<file path="config.mk">
export PLATFORM = sky130hd
export DESIGN_NAME = rss_mod
export DESIGN_NICKNAME = d
export VERILOG_FILES = /design/src/design/rss_pkg.sv /design/src/design/rss_mod.sv
export SDC_FILE = /design/constraint.sdc
export NUM_CORES = 1
export LEC_CHECK = 0
export BUFFER_PORTS_ARGS = -buffer_cell sky130_fd_sc_hd__buf_4
export CAP_MARGIN = 20
export CORE_MARGIN = 3
export CORE_UTILIZATION = 52
export CTS_CLUSTER_DIAMETER = 60
export DETAILED_ROUTE_END_ITERATION = 6
export PLACE_DENSITY = 0.76
export REMOVE_ABC_BUFFERS = 1
export SLEW_MARGIN = 20
export SYNTH_ARGS = -nofsm -noshare
export SYNTH_HDL_FRONTEND = slang
export SYNTH_SLANG_ARGS = --single-unit
</file>
<file path="constraint.sdc">
create_clock -name clock -period 4.15 [get_ports clock]
set_clock_uncertainty 0.2 [all_clocks]
set_input_delay 0.2075 -clock clock [delete_from_list [all_inputs] [get_ports clock]]
set_output_delay 0.2075 -clock clock [all_outputs]
set_load 0.01 [all_outputs]
</file>
<file path="src/design/rss_pkg.sv">
`default_nettype none
package rss_pkg;

   // Field widths of the request and response words.
   localparam int unsigned ValueW  = 32;
   localparam int unsigned RandW   = 31;
   localparam int unsigned CountW  = 11;
   localparam int unsigned ReqTdW  = 64;
   localparam int unsigned RspTdW  = 48;

   // The remainder unit retires one dividend bit per cycle.
   localparam int unsigned StepW   = 5;
   localparam logic [StepW-1:0] StepLast = 5'd30;

   typedef enum logic [1:0] {
      REQ_INSERT = 2'd0,
      REQ_REMOVE = 2'd1,
      REQ_SAMPLE = 2'd2,
      REQ_UNUSED = 2'd3
   } req_kind_type;

   typedef enum logic [1:0] {
      ST_DONE     = 2'd0,
      ST_NOCHANGE = 2'd1,
      ST_FULL     = 2'd2,
      ST_EMPTY    = 2'd3
   } status_type;

   typedef enum logic [6:0] {
      S_IDLE    = 7'b0000001,
      S_SCAN    = 7'b0000010,
      S_RDLAST  = 7'b0000100,
      S_WRLAST  = 7'b0001000,
      S_MOD     = 7'b0010000,
      S_SMPDATA = 7'b0100000,
      S_DONE    = 7'b1000000
   } state_type;

endpackage
`default_nettype wire

</file>
<file path="src/design/rss_mod.sv">
`default_nettype none
module rss_mod
   import rss_pkg::*;
#(
   parameter int unsigned CntW = 11
) (
   input  wire logic             clock,
   input  wire logic             reset,
   input  wire logic             start,
   input  wire logic [RandW-1:0] dividend,
   input  wire logic [CntW-1:0]  divisor,
   output logic                  done,
   output logic      [CntW-1:0]  remainder
);

   logic             busy_ff, busy_in;
   logic             done_ff, done_in;
   logic [StepW-1:0] step_ff, step_in;
   logic [RandW-1:0] dvd_ff, dvd_in;
   logic [CntW-1:0]  rem_ff, rem_in;
   logic [CntW:0]    rem_shift;

   // Restoring remainder: shift in one dividend bit, subtract when it fits.
   always_comb begin
      busy_in   = busy_ff;
      done_in   = 1'b0;
      step_in   = step_ff;
      dvd_in    = dvd_ff;
      rem_in    = rem_ff;
      rem_shift = {rem_ff, dvd_ff[RandW-1]};
      if (start) begin
         busy_in = 1'b1;
         step_in = '0;
         dvd_in  = dividend;
         rem_in  = '0;
      end else if (busy_ff) begin
         if (rem_shift >= {1'b0, divisor}) begin
            rem_in = CntW'(rem_shift - {1'b0, divisor});
         end else begin
            rem_in = rem_shift[CntW-1:0];
         end
         dvd_in  = {dvd_ff[RandW-2:0], 1'b0};
         step_in = step_ff + 1'b1;
         if (step_ff == StepLast) begin
            busy_in = 1'b0;
            done_in = 1'b1;
         end
      end
   end

   always_ff @(posedge clock) begin
      if (reset) begin
         busy_ff <= 1'b0;
         done_ff <= 1'b0;
      end else begin
         busy_ff <= busy_in;
         done_ff <= done_in;
      end
   end

   always_ff @(posedge clock) begin
      step_ff <= step_in;
      dvd_ff  <= dvd_in;
      rem_ff  <= rem_in;
   end

   assign done      = done_ff;
   assign remainder = rem_ff;

endmodule
`default_nettype wire

</file>
==> flow_summary.yaml <==
cts:
  root_buffer: "clkbuf_8"
  cts.path.max_buffers: 2
  cts_buffers: 5
  clock-sinks: 49
  path_clk_slew_ps: 90
  htreeDepth: 2
  cts_tree: "built"
  cts_setup_buffers: 0
  clk_latency_ps: 300
yosys:
  synth_area_mm2: 0.00275
  synth-main-ff-cell: "edfxtp_1"
  synth_edf_count: 31
  netlist_instances: 252
  synth_cell_types: 46
  ys_warn_count: 0
  async_flop_share: 0
  synth_common_cells: "31 x edfxtp_1, 30 x mux2_2, 20 x nor2_1"
  synth_top_area_share: 0.339
  avgSynthCellArea_um2: 10.9
  ys_ff_latch: 49
  synth_most_common_cell: "edfxtp_1"
  yosysSeqAreaShare: 0.470
  synth_area_leaders: "edfxtp_1 34%, dfxtp_1 13%, mux2_2 12%"
  synth_largest_area_cell: "edfxtp_1"
sta:
  tightest_slew_ps: 764
  drv_slew: 0
  period_needed_ps: 2990
  rsz0062_at_grt: "false"
  finalSetupTns_ps: 0
  fmax_mhz: 335
  hold_viol: 0
  setup_viol: 0
  fin_crit_sh: 0.720
  slew_headroom: 0.487
critical_path:
  crit_buf_inv: 1
  required_ps: 4130
  crit_fanout: 13
  slowest_stage: "o31ai_2"
  cpLargestDelayFamily: "compound AO/OA/AOI/OAI gates"
  critPathKind: "flop to flop"
  slowest_delay_ps: 700
  worstReg2RegStart: "dvd_ff[30]"
  cp.depth: 9
  cp_cell_sequence: "inv_1 > ha_1 > fa_1 > nor2b_4 > o31a_4 > a41oi_2 > o31ai_2 > or2_1 > o221ai_1"
  arrival_ps: 2970
  start_kind: "flop"
  endpoint_kind: "flop"
  reg2reg_depth: 9
  cp-startpoint: "dvd_ff[30]"
grt:
  first_global_vias: 2025
  grtUsageTotal: 0.196
  grt_pass1_wl_mm: 9.62
  grt_max_degree: 44
  grt-ovfl-total: 0
  antenna_found_initial: 0
outcome:
  outcome: "finished clean"
floorplanning:
  initial_core_util: 0.559
  boundaryPins: 57
  coreArea_mm2: 0.00491
  die_w_um: 78.7
  row_count: 25
  die_area_mm2: 0.00619
  die_height_um: 78.7
placed_design:
  place.gp.congestion: 0.833
  port_buffers: 56
  dpl.hpwl_mm: 3.99
cells_and_area:
  diodes: 0
  area_growth_pct: 25.8
  layout-drive-gt1-share: 0.313
  final_nets: 378
  fin_util: 0.704
power:
  clkPwrFrac: 0.259
  p_switching_mw: 0.287
  irDropWorstVdd_mv: 0.236
  power_switching_share: 0.264
  p_per_area_mw_per_mm2: 314
  pwr-share-comb: 0.199
  p_int_mw: 0.798
  pwr-share-seq: 0.541
  power.leakage_nw: 1.45
drt:
  drtPass1Iterations: 4
  wl_per_cell_um: 15.1
  drc_errors: 0
  drt-initial-drc-count: 158
  vias: 2130
  vias_per_cell: 5.50
  wl_mm: 5.84
  antenna_left: 0
job:
  max_cap_violations: 0
worst_hold_path:
  hold_depth: 2
  hp-class: "input pin to flop"
  holdCritStartpoint: "dividend[18]"
==> metal layers <==
metal | part of all wire | global-route usage
met5 | 0 | 0
met4 | 0.012 | 0.0629
met3 | 0.051 | 0.0321
met2 | 0.48 | 0.314
met1 | 0.46 | 0.272
==> path summary, 6_finish.rpt <==
path,to,slack [ps]
hold / removal,dvd_ff[18],3
setup / recovery,remainder[9],1160
setup reg to reg,remainder[9],1160
hold reg to reg,done,290
==> power groups by stage <==
stage	logic (mW)	registers (mW)	clock network (mW)
CTS	0.215	0.587	0.282
detailed placement	0.200	0.598	0
global placement	0.197	0.597	0
global route	0.238	0.592	0.301
floorplan	0.126	0.593	0
finish	0.216	0.587	0.281
==> cells in the final DEF, fill, tap and decap left out, types with 2 or more instances in the layout <==
cell and n:
nor2b_1 2, inv_1 17, nor2_1 20, nand2b_1 2, xor2_1 3, nand2_1 19
or2_1 2, o21ai_0 10, o311a_1 3, o211ai_1 9, dfxtp_1 18, dlygate4sd3_1 18
and2_1 2, buf_4 56, xnor2_1 6, edfxtp_1 31, mux2_2 30, o311ai_1 2
nor3_1 6, a21o_1 2, o2111ai_1 2, ha_1 13, o21a_1 2, clkinv_2 2
clkbuf_8 5, o221ai_1 2, a211oi_1 4, a21oi_1 6, a221o_1 2, nand4_1 5
==> cell families (layout without fill, tap and decap cells) <==
logic type	count (synthesis)	count (layout)	share of synthesized area
adder cells (fa/ha/maj)	14	14	0.0665
XOR/XNOR	9	9	0.0287
multiplexers	30	30	0.123
buffers and inverters	32	100	0.0469
AO/OA/AOI/OAI	55	55	0.156
AND/OR/NAND/NOR	63	63	0.108
flip-flops	49	49	0.470
==> metrics by stage <==
stage | cells | setup slack, ps | power [mW] | hold WS (ps) | cell area (µm²)
5_1_grt | 387 | 956 | 1.13 | 0.605 | 3460
4_1_cts | 387 | 1170 | 1.08 | 0.197 | 3460
6_report | 387 | 1160 | 1.08 | 3.30 | 3460
2_1_floorplan | 238 | 1530 | 0.719 | 76.4 | 2690
3_5_place_dp | 361 | 1180 | 0.798 | 182 | 3190
3_3_place_gp | 361 | 1220 | 0.794 | 178 | 3190
==> area by class of cell <==
class | count | area [µm²]
fillers | 384 | 1460
flip-flops and latches | 49 | 1290
inverters | 18 | 67.6
repair buffers | 74 | 601
clock buffers | 5 | 68.8
well taps | 67 | 83.8
clock inverters | 3 | 17.5
multi-input cells | 171 | 1330
==> flip-flops by register name, indices dropped and copies added, names as in the netlist <==
| signal | flops |
|---|---|
| busy_ff | 1 |
| done | 1 |
| dvd_ff | 31 |
| remainder | 11 |
| step_ff | 5 |
==> timing repair <==
action                    in CTS  in global routing
resized for setup              0                  0
hold buffers                  18                  0
hold endpoints to repair      19                  0
Power figures use the tool's default switching activity.
